File: src/hw/rtl/edc_pkg.sv
// shared types and constants for the elias delta codec
`default_nettype none

package edc_pkg;

    localparam int unsigned VALUE_W        = 32;
    localparam int unsigned CODE_W         = 42;
    localparam int unsigned CODE_LEN_W     = 6;
    localparam int unsigned VALUE_BITS_DEF = 32;

    localparam logic OP_ENCODE   = 1'b0;
    localparam logic OP_DECODE   = 1'b1;
    localparam logic KIND_ENCODE = 1'b0;
    localparam logic KIND_DECODE = 1'b1;

    typedef struct packed {
        logic               opcode;
        logic [VALUE_W-1:0] value;
        logic               code_bit;
        logic               code_last;
    } t_in_item;

    typedef struct packed {
        logic                  kind;
        logic [CODE_W-1:0]     code_word;
        logic [CODE_LEN_W-1:0] code_length;
        logic [VALUE_W-1:0]    decoded_value;
        logic                  overflow;
    } t_out_item;

endpackage

`default_nettype wire

File: src/hw/rtl/edc_if.sv
// valid/ready channel interfaces for input items and result items
`default_nettype none

interface edc_in_if;
    logic             valid;
    logic             ready;
    edc_pkg::t_in_item data;

    modport source (output valid, output data, input ready);
    modport sink (input valid, input data, output ready);
endinterface

interface edc_out_if;
    logic              valid;
    logic              ready;
    edc_pkg::t_out_item data;

    modport source (output valid, output data, input ready);
    modport sink (input valid, input data, output ready);
endinterface

`default_nettype wire

File: src/hw/rtl/edc_encoder.sv
// combinational elias delta encoder: priority encoder and shifter
`default_nettype none

module edc_encoder (
    input  wire logic [edc_pkg::VALUE_W-1:0]    i_value,
    output logic      [edc_pkg::CODE_W-1:0]     o_code_word,
    output logic      [edc_pkg::CODE_LEN_W-1:0] o_code_length
);

    logic [5:0]                  bit_len;
    logic [2:0]                  len_len;
    logic [4:0]                  shamt;
    logic [edc_pkg::VALUE_W-1:0] tail;

    always_comb begin
        bit_len = 6'd0;
        for (int i = 0; i < 32; i++) begin
            if (i_value[i]) begin
                bit_len = 6'(i + 1);
            end
        end
    end

    always_comb begin
        len_len = 3'd0;
        for (int i = 0; i < 6; i++) begin
            if (bit_len[i]) begin
                len_len = 3'(i + 1);
            end
        end
    end

    assign shamt = 5'(bit_len - 6'd1);
    assign tail  = i_value & ~(32'd1 << shamt);

    always_comb begin
        if (i_value == '0) begin
            o_code_word   = '0;
            o_code_length = 6'd1;
        end else begin
            o_code_word   = (42'(bit_len) << shamt) | 42'(tail);
            o_code_length = {2'b00, len_len, 1'b0} + bit_len - 6'd2;
        end
    end

endmodule

`default_nettype wire

File: src/hw/rtl/edc_decoder.sv
// bit-serial elias delta decoder state and next-state logic
`default_nettype none

module edc_decoder #(
    parameter int unsigned VALUE_BITS = edc_pkg::VALUE_BITS_DEF
) (
    input  wire logic                         i_clk,
    input  wire logic                         i_rst_n,
    input  wire logic                         i_step,
    input  wire logic                         i_bit,
    input  wire logic                         i_last,
    output logic      [edc_pkg::VALUE_W-1:0]  o_value,
    output logic                              o_overflow
);

    typedef enum logic [3:0] {
        PH_ZEROS = 4'b0001,
        PH_LEN   = 4'b0010,
        PH_VAL   = 4'b0100,
        PH_DONE  = 4'b1000
    } t_phase;

    t_phase                r_phase, n_phase;
    logic [5:0]            r_zero_cnt, n_zero_cnt;
    logic [6:0]            r_len, n_len;
    logic [6:0]            r_rem, n_rem;
    logic [VALUE_BITS-1:0] r_val, n_val;
    logic                  r_ovf, n_ovf;
    logic [6:0]            rem_dec;

    assign rem_dec = r_rem - 7'd1;

    always_comb begin
        n_phase    = r_phase;
        n_zero_cnt = r_zero_cnt;
        n_len      = r_len;
        n_rem      = r_rem;
        n_val      = r_val;
        n_ovf      = r_ovf;
        case (r_phase)
            PH_ZEROS: begin
                if (!i_bit) begin
                    if (r_zero_cnt != '1) begin
                        n_zero_cnt = r_zero_cnt + 6'd1;
                    end
                end else begin
                    n_len = 7'd1;
                    n_val = VALUE_BITS'(1'b1);
                    if (r_zero_cnt == '0) begin
                        n_phase = PH_DONE;
                    end else begin
                        n_rem   = {1'b0, r_zero_cnt};
                        n_phase = PH_LEN;
                    end
                end
            end
            PH_LEN: begin
                if (r_len >= 7'd64) begin
                    n_len = '1;
                end else begin
                    n_len = {r_len[5:0], i_bit};
                end
                if (rem_dec == '0) begin
                    if (n_len > 7'(VALUE_BITS)) begin
                        n_ovf = 1'b1;
                    end
                    n_rem   = n_len - 7'd1;
                    n_phase = (n_len == 7'd1) ? PH_DONE : PH_VAL;
                end else begin
                    n_rem = rem_dec;
                end
            end
            PH_VAL: begin
                n_val = VALUE_BITS'({r_val, i_bit});
                n_rem = rem_dec;
                if (rem_dec == '0) begin
                    n_phase = PH_DONE;
                end
            end
            default: begin
            end
        endcase
    end

    // result reflects the bit being consumed
    assign o_value    = edc_pkg::VALUE_W'(n_val);
    assign o_overflow = n_ovf;

    always_ff @(posedge i_clk) begin
        if (!i_rst_n) begin
            r_phase    <= PH_ZEROS;
            r_zero_cnt <= '0;
            r_len      <= '0;
            r_rem      <= '0;
            r_val      <= '0;
            r_ovf      <= 1'b0;
        end else if (i_step) begin
            if (i_last) begin
                r_phase    <= PH_ZEROS;
                r_zero_cnt <= '0;
                r_len      <= '0;
                r_rem      <= '0;
                r_val      <= '0;
                r_ovf      <= 1'b0;
            end else begin
                r_phase    <= n_phase;
                r_zero_cnt <= n_zero_cnt;
                r_len      <= n_len;
                r_rem      <= n_rem;
                r_val      <= n_val;
                r_ovf      <= n_ovf;
            end
        end
    end

endmodule

`default_nettype wire

File: src/hw/rtl/elias_delta_codec_core.sv
// Elias delta codec top level. One item is taken per clock on i_in while o_out
// does not stall, and goes through an input register and a result register
// before its result shows on o_out. Throughput is one item per clock when o_out
// does not stall, set by the single decoder state update per cycle. An encode item
// always gives one result; a decode item gives a result only on the bit marked
// last, when the decoder also returns to its reset state. Encoding leaves the
// decoder alone. When o_out stalls, i_in still takes one more item into the
// input register if it is empty.
`default_nettype none

module elias_delta_codec_core #(
    parameter int unsigned VALUE_BITS = edc_pkg::VALUE_BITS_DEF
) (
    input  wire logic i_clk,
    input  wire logic i_rst_n,
    edc_in_if.sink    i_in,
    edc_out_if.source o_out
);

    logic               r_in_valid;
    edc_pkg::t_in_item  r_in_data;
    logic               r_out_valid;
    edc_pkg::t_out_item r_out_data;
    edc_pkg::t_out_item n_out_data;

    logic                              advance;
    logic                              is_decode;
    logic [edc_pkg::CODE_W-1:0]        enc_word;
    logic [edc_pkg::CODE_LEN_W-1:0]    enc_len;
    logic [edc_pkg::VALUE_W-1:0]       dec_value;
    logic                              dec_ovf;

    assign advance    = !r_out_valid || o_out.ready;
    assign i_in.ready = !r_in_valid || advance;
    assign is_decode  = (r_in_data.opcode == edc_pkg::OP_DECODE);

    edc_encoder u_encoder (
        .i_value       (r_in_data.value),
        .o_code_word   (enc_word),
        .o_code_length (enc_len)
    );

    edc_decoder #(
        .VALUE_BITS (VALUE_BITS)
    ) u_decoder (
        .i_clk      (i_clk),
        .i_rst_n    (i_rst_n),
        .i_step     (r_in_valid && advance && is_decode),
        .i_bit      (r_in_data.code_bit),
        .i_last     (r_in_data.code_last),
        .o_value    (dec_value),
        .o_overflow (dec_ovf)
    );

    always_comb begin
        n_out_data = '0;
        if (is_decode) begin
            n_out_data.kind          = edc_pkg::KIND_DECODE;
            n_out_data.decoded_value = dec_value;
            n_out_data.overflow      = dec_ovf;
        end else begin
            n_out_data.kind        = edc_pkg::KIND_ENCODE;
            n_out_data.code_word   = enc_word;
            n_out_data.code_length = enc_len;
        end
    end

    always_ff @(posedge i_clk) begin
        if (!i_rst_n) begin
            r_in_valid  <= 1'b0;
            r_out_valid <= 1'b0;
        end else begin
            if (i_in.ready) begin
                r_in_valid <= i_in.valid;
            end
            if (advance) begin
                r_out_valid <= r_in_valid && (!is_decode || r_in_data.code_last);
            end
        end
    end

    always_ff @(posedge i_clk) begin
        if (i_in.valid && i_in.ready) begin
            r_in_data <= i_in.data;
        end
        if (advance && r_in_valid) begin
            r_out_data <= n_out_data;
        end
    end

    assign o_out.valid = r_out_valid;
    assign o_out.data  = r_out_data;

endmodule

`default_nettype wire

File: src/flat_wrapper.sv
// flat-port wrapper written by rule: the top's interface ports become plain ports
module elias_delta_codec_core_flat 
#(
    parameter int unsigned VALUE_BITS = edc_pkg::VALUE_BITS_DEF
)
  (i_clk, i_rst_n, i_in_valid, i_in_data, i_in_ready, o_out_valid, o_out_data, o_out_ready);
  edc_in_if i_in_i ();
  edc_out_if o_out_i ();
  input  wire logic i_clk;
  input  wire logic i_rst_n;
  input wire logic [$bits(i_in_i.valid)-1:0] i_in_valid;
  input wire logic [$bits(i_in_i.data)-1:0] i_in_data;
  output wire logic [$bits(i_in_i.ready)-1:0] i_in_ready;
  output wire logic [$bits(o_out_i.valid)-1:0] o_out_valid;
  output wire logic [$bits(o_out_i.data)-1:0] o_out_data;
  input wire logic [$bits(o_out_i.ready)-1:0] o_out_ready;
  assign i_in_i.valid = i_in_valid;
  assign i_in_i.data = i_in_data;
  assign i_in_ready = i_in_i.ready;
  assign o_out_valid = o_out_i.valid;
  assign o_out_data = o_out_i.data;
  assign o_out_i.ready = o_out_ready;
  elias_delta_codec_core #(.VALUE_BITS(VALUE_BITS)) u_core (.i_clk(i_clk), .i_rst_n(i_rst_n), .i_in(i_in_i), .o_out(o_out_i));
endmodule
File: config.mk
export PLATFORM = sky130hd
export DESIGN_NAME = elias_delta_codec_core_flat
export DESIGN_NICKNAME = d
export VERILOG_FILES = /design/src/hw/rtl/edc_pkg.sv /design/src/hw/rtl/edc_if.sv /design/src/hw/rtl/edc_encoder.sv /design/src/hw/rtl/edc_decoder.sv /design/src/hw/rtl/elias_delta_codec_core.sv /design/src/flat_wrapper.sv
export SDC_FILE = /design/constraint.sdc
export NUM_CORES = 1
export LEC_CHECK = 0
export ABC_CLOCK_PERIOD_IN_PS = 3200
export BUFFER_PORTS_ARGS = -buffer_cell sky130_fd_sc_hd__buf_4
export CAP_MARGIN = 0
export CORE_ASPECT_RATIO = 1.5
export CORE_MARGIN = 8
export CORE_UTILIZATION = 25
export CTS_BUF_LIST = sky130_fd_sc_hd__clkbuf_4
export CTS_CLUSTER_DIAMETER = 30
export DETAILED_ROUTE_END_ITERATION = 10
export PLACE_DENSITY = 0.39
export SETUP_SLACK_MARGIN = 0.15
export SYNTH_ARGS = -nofsm -noshare
export SYNTH_HDL_FRONTEND = slang
export SYNTH_HIERARCHICAL = 1
export SYNTH_SLANG_ARGS = --single-unit
export TNS_END_PERCENT = 20
File: constraint.sdc
create_clock -name i_clk -period 3.2 [get_ports i_clk]
set_input_delay 0.16 -clock i_clk [delete_from_list [all_inputs] [get_ports i_clk]]
set_output_delay 0.16 -clock i_clk [all_outputs]
set_load 0.02 [all_outputs]
== Word-level counts from Yosys, hierarchy flattened ==
Index checks and enable logic that the tools add are counted.

* Register bits after elaboration: 176
* Input port bits: 39
* Output and inout bits: 84
* Word-level logic and storage cells: 131

* $add $sub $neg: 6
* Magnitude comparators: 2
* Equality and inequality tests: 10
* Shifts and indexed selects: 2
* Multiplexer cells: 68
* Bitwise gates (word level): 3
* Reductions and logical operators: 22

{| class="wikitable"
|+ Operator list
! kind !! number
|-
| $mux W6 || 35
|-
| $mux W32 || 2
|-
| $pmux W32 S2 || 1
|-
| $mux W7 || 8
|-
| $or A42 B32 Y42 || 1
|-
| $shl A6 B5 Y42 || 1
|-
| $and A32 B32 Y32 || 1
|-
| $logic_not A32 Y1 || 1
|-
| $not A32 Y32 || 1
|-
| $shl A1 B5 Y32 const A || 1
|-
| $mux W4 || 6
|-
| $pmux W7 S3 || 1
|-
| $mux W3 || 5
|-
| $pmux W7 S2 || 1
|-
| $sub A7 B1 Y7 const B || 2
|-
| $pmux W4 S3 || 1
|-
| $ne A3 B2 Y1 const B || 3
|-
| $mux W1 || 8
|-
| $reduce_and A4 Y1 || 2
|-
| $eq A7 B1 Y1 const B || 1
|-
| $ge A7 B7 Y1 const B || 1
|-
| $gt A7 B6 Y1 const B || 1
|-
| $logic_not A7 Y1 || 1
|-
| $add A4 B6 Y6 || 1
|-
| 19 further kinds || 27
|}

== Depth between registers and ports, before layout ==
* Word-level depth: 41
* Depth in mapped cells: 17
* Depth with buffers taken out: 17

== By module ==
The synthesis kept the hierarchy.

{| class="wikitable"
|+ By module, submodules not included
! module !! instances !! cells an instance !! area each (sq um) !! sequential area each (sq um)
|-
| elias_delta_codec_core || 1 || 220 || 4172.8 || 3553.4
|-
| edc_decoder || 1 || 382 || 3289.4 || 1141.1
|-
| edc_encoder || 1 || 270 || 1757.9 || 0.0
|}

== Least setup slack after synthesis ==
No wires, ideal clock.

* Kind: reg2reg
* Start point: register u_core.r_out_valid (netlist: u_core/o_out.valid)
* End point: register u_core.r_in_data (netlist bit u_core/is_decode) (enable)
* Setup time: 0.481 ns
* Arrival time: 3.138 ns
* Data required time: 2.719 ns
* Path slack: -0.419 ns
* Stages on the path, launching flop included: 3
* Path buffers: 0
* Clock period less this slack: 3.619 ns
* Path through: dfxtp_1 nor2b_1 a21boi_0

* Longest elaborated chain between the ends: 4

{| class="wikitable"
|+ Ends and longest elaborated chain
! what !! line !! source
|-
| from (decl) || elias_delta_codec_core.sv:22 || <nowiki>logic r_out_valid;</nowiki>
|-
| from (signal assigned) || elias_delta_codec_core.sv:77 || <nowiki>r_out_valid <= r_in_valid && (!is_decode || r_in_data.code_last);</nowiki>
|-
| $logic_not A1 Y1 || elias_delta_codec_core.sv:33 || <nowiki>assign advance = !r_out_valid || o_out.ready;</nowiki>
|-
| $logic_or A1 B1 Y1 || elias_delta_codec_core.sv:33 ||
|-
| $logic_or A1 B1 Y1 || elias_delta_codec_core.sv:34 || <nowiki>assign i_in.ready = !r_in_valid || advance;</nowiki>
|-
| $logic_and A1 B1 Y1 || elias_delta_codec_core.sv:83 || <nowiki>if (i_in.valid && i_in.ready) begin</nowiki>
|-
| to (signal assigned) || elias_delta_codec_core.sv:84 || <nowiki>r_in_data <= i_in.data;</nowiki>
|-
| to (decl) || elias_delta_codec_core.sv:21 || <nowiki>edc_pkg::t_in_item r_in_data;</nowiki>
|}

Every way passes these cells.
A chain may end at the register's enable or synchronous reset.

== Worst setup path after layout ==
* Start point: register u_core/r_in_data[13] (netlist bit)
* End point: register u_core.r_out_data (netlist bit u_core/o_out.data[36]), data pin

* Longest elaborated chain between the ends: 29
* Elaborated cells between the ends (all ways): 31
* Those cells by class: add/sub: 2; mux: 27; reduce/logical: 2

{| class="wikitable"
|+ Ends and longest elaborated chain
! what !! line !! source
|-
| $mux W6 (21 in a row) || edc_encoder.sv:18 || <nowiki>if (i_value[i]) begin</nowiki>
|-
| $mux W1 || edc_encoder.sv:27 || <nowiki>if (bit_len[i]) begin</nowiki>
|-
| $mux W3 (5 in a row) || edc_encoder.sv:27 ||
|-
| $add A4 B6 Y6 || edc_encoder.sv:42 || <nowiki>o_code_length = {2'b00, len_len, 1'b0} + bit_len - 6'd2;</nowiki>
|-
| $sub A6 B2 Y6 || edc_encoder.sv:42 ||
|-
| to (signal assigned) || elias_delta_codec_core.sv:87 || <nowiki>r_out_data <= n_out_data;</nowiki>
|-
| to (decl) || elias_delta_codec_core.sv:23 || <nowiki>edc_pkg::t_out_item r_out_data;</nowiki>
|}

Parallel ways exist; a longest one is shown, timed or not.

==> flow_metrics.py <==
metrics = {
    "outcome": {
        "status": "finished, violations left",
        "violations": "setup timing",
    },
    "critical_path": {
        "worst_path_largest_cell_delay_ns": 0.42,
        "critPathTopFamily": "adder cells",
        "crit_fanout": 4,
        "criticalPathCategory": "reg2reg",
        "cp-end-kind": "flip-flop",
        "slowest_stage": "edfxtp_1",
        "startpoint_type": "flip-flop",
        "critPathRequiredTime_ns": 3.58,
        "path_cells": "or3_1, a221o_1, a21oi_1, buf_4, o211a_4, nand2b_4, inv_2, ha_4, o21ai_2, a21o_1, ha_4, inv_4, ha_4, fa_2, nor2b_4, nor2b_4",
        "critPathArrivalTime_ns": 3.68,
        "cp_common_cell": "ha_4",
        "crit_buf_inv": 3,
    },
    "synthesis": {
        "synth_edf_count": 117,
        "synthFlopType": "edfxtp_1",
        "synthTopCellsByArea": "edfxtp_1 (38%), dfxtp_1 (13%), nor2b_1 (6.4%)",
        "synthCells": 872,
        "synth_top_area_frac": 0.381,
        "yosys_warnings": 6,
        "ys_types": 86,
        "synth_area_per_cell_um2": 10.6,
        "ys_seq_elements": 176,
        "syn-cell-area_mm2": 0.00922,
        "synth_seq_area_share": 0.509,
        "synth.largest_area_cell": "edfxtp_1",
        "synthArstFlopShare": 0,
    },
    "timing": {
        "worst_pin_slew_ns": 0.996,
        "clock_skew_ns": 0.0302,
        "fmax_mhz": 303,
        "hold_violations": 0,
        "fin_crit_ns": 3.30,
        "setup_viol": 8,
        "worst_slack_ns": -0.104,
        "slew_viol_final": 0,
        "min_period_over_period": 1.03,
        "slew_headroom": 0.332,
        "rsz0062_at_grt": "yes",
    },
    "final_layout": {
        "area_growth_pct": 40.0,
        "drive_gt1_frac": 0.356,
        "final_common_cell": "buf_4",
        "nets": 1217,
        "num-fill-cells": 3752,
        "seqCellArea_mm2": 0.00469,
        "multi_input_area_mm2": 0.00466,
        "stdcell_count": 1656,
        "final_area_mm2": 0.0129,
        "mostFrequentLayoutCells": "buf_4 (255), edfxtp_1 (117), nor2b_1 (90), dfxtp_1 (59)",
    },
    "flow_run": {
        "cap_violations": 0,
    },
    "placed_design": {
        "dpl_cell_area_mm2": 0.0115,
        "port_buffers": 122,
        "gp_congestion": 0.902,
        "hpwl_um": 23200,
        "place_inst": 1560,
    },
    "floorplan": {
        "io_pins": 123,
        "initial_core_util": 0.252,
        "coreArea_mm2": 0.0366,
        "die_h_um": 251,
        "floorplan.rows": 86,
        "die_area_mm2": 0.0434,
        "die_w_um": 173,
    },
    "clock_network": {
        "cts.sinks": 176,
        "insertion_delay_ns": 0.63,
        "clk_path_buf_depth": 2,
        "cts_tree": "built",
        "root_buffer": "clkbuf_4",
        "cts.htree.levels": 4,
        "path_clk_slew_ns": 0.17,
        "numCtsBuffers": 17,
    },
    "power_and_ir_drop": {
        "power.density_mw_per_mm2": 382,
        "p_leak_nw": 4.84,
        "ir_worst_vdd_v": 0.000164,
    },
    "detailed_routing": {
        "drt.antenna.violating_nets": 0,
        "routed_via_density": 4.62,
        "drc_errors": 0,
        "dr.first_iter.drc_count": 341,
        "num_vias": 7643,
        "dr.pass1.iters": 4,
        "post_drt_wl_per_cell_um": 18.8,
        "wirelength_um": 31200,
    },
    "grt": {
        "use_met1": 0.140,
        "grt.busiest_layer": "met2",
        "grt.met3_usage": 0.0269,
        "grt_max_degree": 58,
        "grt_overflow": 0,
        "grt_pass1_vias": 7912,
        "grt_util_all_layers": 0.141,
        "grt_pass1_wl_um": 47300,
        "use_met2": 0.273,
        "antenna_found_initial": 1,
    },
    "worst_hold_path": {
        "hold_class": "in2reg",
    },
}
[routing by layer]
layer,up-vias,wire length (um)
met5,-,0
li1,3763,-
met2,154,17400
met3,49,816
met1,3677,11700
met4,0,1310
[layout make-up]
| cell class | instances | area share |
|---|---|---|
| sequential | 176 | 0.364 |
| multi-input combinational | 616 | 0.361 |
| timing repair buffer | 315 | 0.199 |
| tap | 484 | 0.0469 |
| clock buffer | 18 | 0.0105 |
| clock inverter | 14 | 0.00969 |
| inverter | 32 | 0.00950 |
| antenna | 1 | 0.000194 |
[path summary, 6_finish.rpt]
path                                             start                      to  slack, ns  cells past startpoint
worst min register to register  u_core/u_decoder/r_ovf  u_core/u_decoder/r_ovf       0.49                      2
worst min-delay path                      i_in_data[7]     u_core/r_in_data[7]       0.23                      2
worst max-delay path              u_core/r_in_data[13]   u_core/o_out.data[36]      -0.10                     16
worst max register to register    u_core/r_in_data[13]   u_core/o_out.data[36]      -0.10                     16
[synth_stat cells (7+ instances only)]
master	number
o22ai_1	8
nor2b_1	95
inv_1	31
o21ai_1	8
buf_2	17
clkbuf_1	25
nand2_1	48
nand3_1	11
o21ai_0	46
and2_1	43
xor2_1	10
nor3_1	17
nand2b_1	13
a21oi_1	33
a22oi_1	32
buf_4	7
o31ai_1	15
mux2i_1	9
dfxtp_1	59
ha_1	19
edfxtp_1	117
nor2_1	47
a22o_1	30
nor4_1	8
[stage by stage]
step / worst slack, ns / util / power, mW / setup TNS [ns] / hold WS (ns)
after CTS: -0.211 / 0.342 / 4.97 / -2.82 / 0.144
after global routing: -0.220 / 0.353 / 5.17 / -3.41 / 0.159
after detailed placement: -0.451 / 0.315 / 3.53 / -9.07 / 0.340
after global placement: -0.367 / 0.315 / 3.53 / -6.85 / 0.339
after floorplan: -0.277 / - / 3.05 / -4.26 / 0.259
final: -0.104 / 0.353 / 4.93 / -0.325 / 0.233
[logic make-up (layout without fill, tap and decap cells)]
group | count (synthesis) | after routing | share of synthesized area
mux | 11 | 11 | 0.0122
buf+inv | 84 | 379 | 0.0418
simple gates | 327 | 327 | 0.207
fa+ha+maj | 20 | 20 | 0.0280
flops | 176 | 176 | 0.509
other cells | 1 | 6 | 0.000407
xor+xnor | 16 | 16 | 0.0152
compound gates | 237 | 237 | 0.187
[timing repair]
item / CTS / global route
gates cloned: 1 / 1
setup buffers: 7 / 13
hold buffers: 41 / 0
endpoints found under the hold margin: 82 / 0
setup endpoints to repair: 40 / 40
pin swaps: 17 / 33
resized for setup: 72 / 66
[registers in the layout (all words and copies together) (netlist names)]
register                     cells
u_core/is_decode                 1
u_core/u_decoder/r_val          32
u_core/r_in_valid                1
u_core/u_decoder/r_ovf           1
u_core/u_decoder/r_zero_cnt      6
u_core/u_decoder/r_rem           7
u_core/r_in_data                34
u_core/u_decoder/r_len           7
u_core/o_out.data               82
u_core/u_decoder/r_phase         4
u_core/o_out.valid               1
[where the power goes]
part,leakage (nW),switching (mW),internal (mW),total (mW)
logic,3.11,0.574,0.506,1.08
clock network,0.152,0.921,0.349,1.27
registers,1.58,0.0594,2.52,2.58
total,4.84,1.55,3.38,4.93
(Power assumes the default switching activity.)
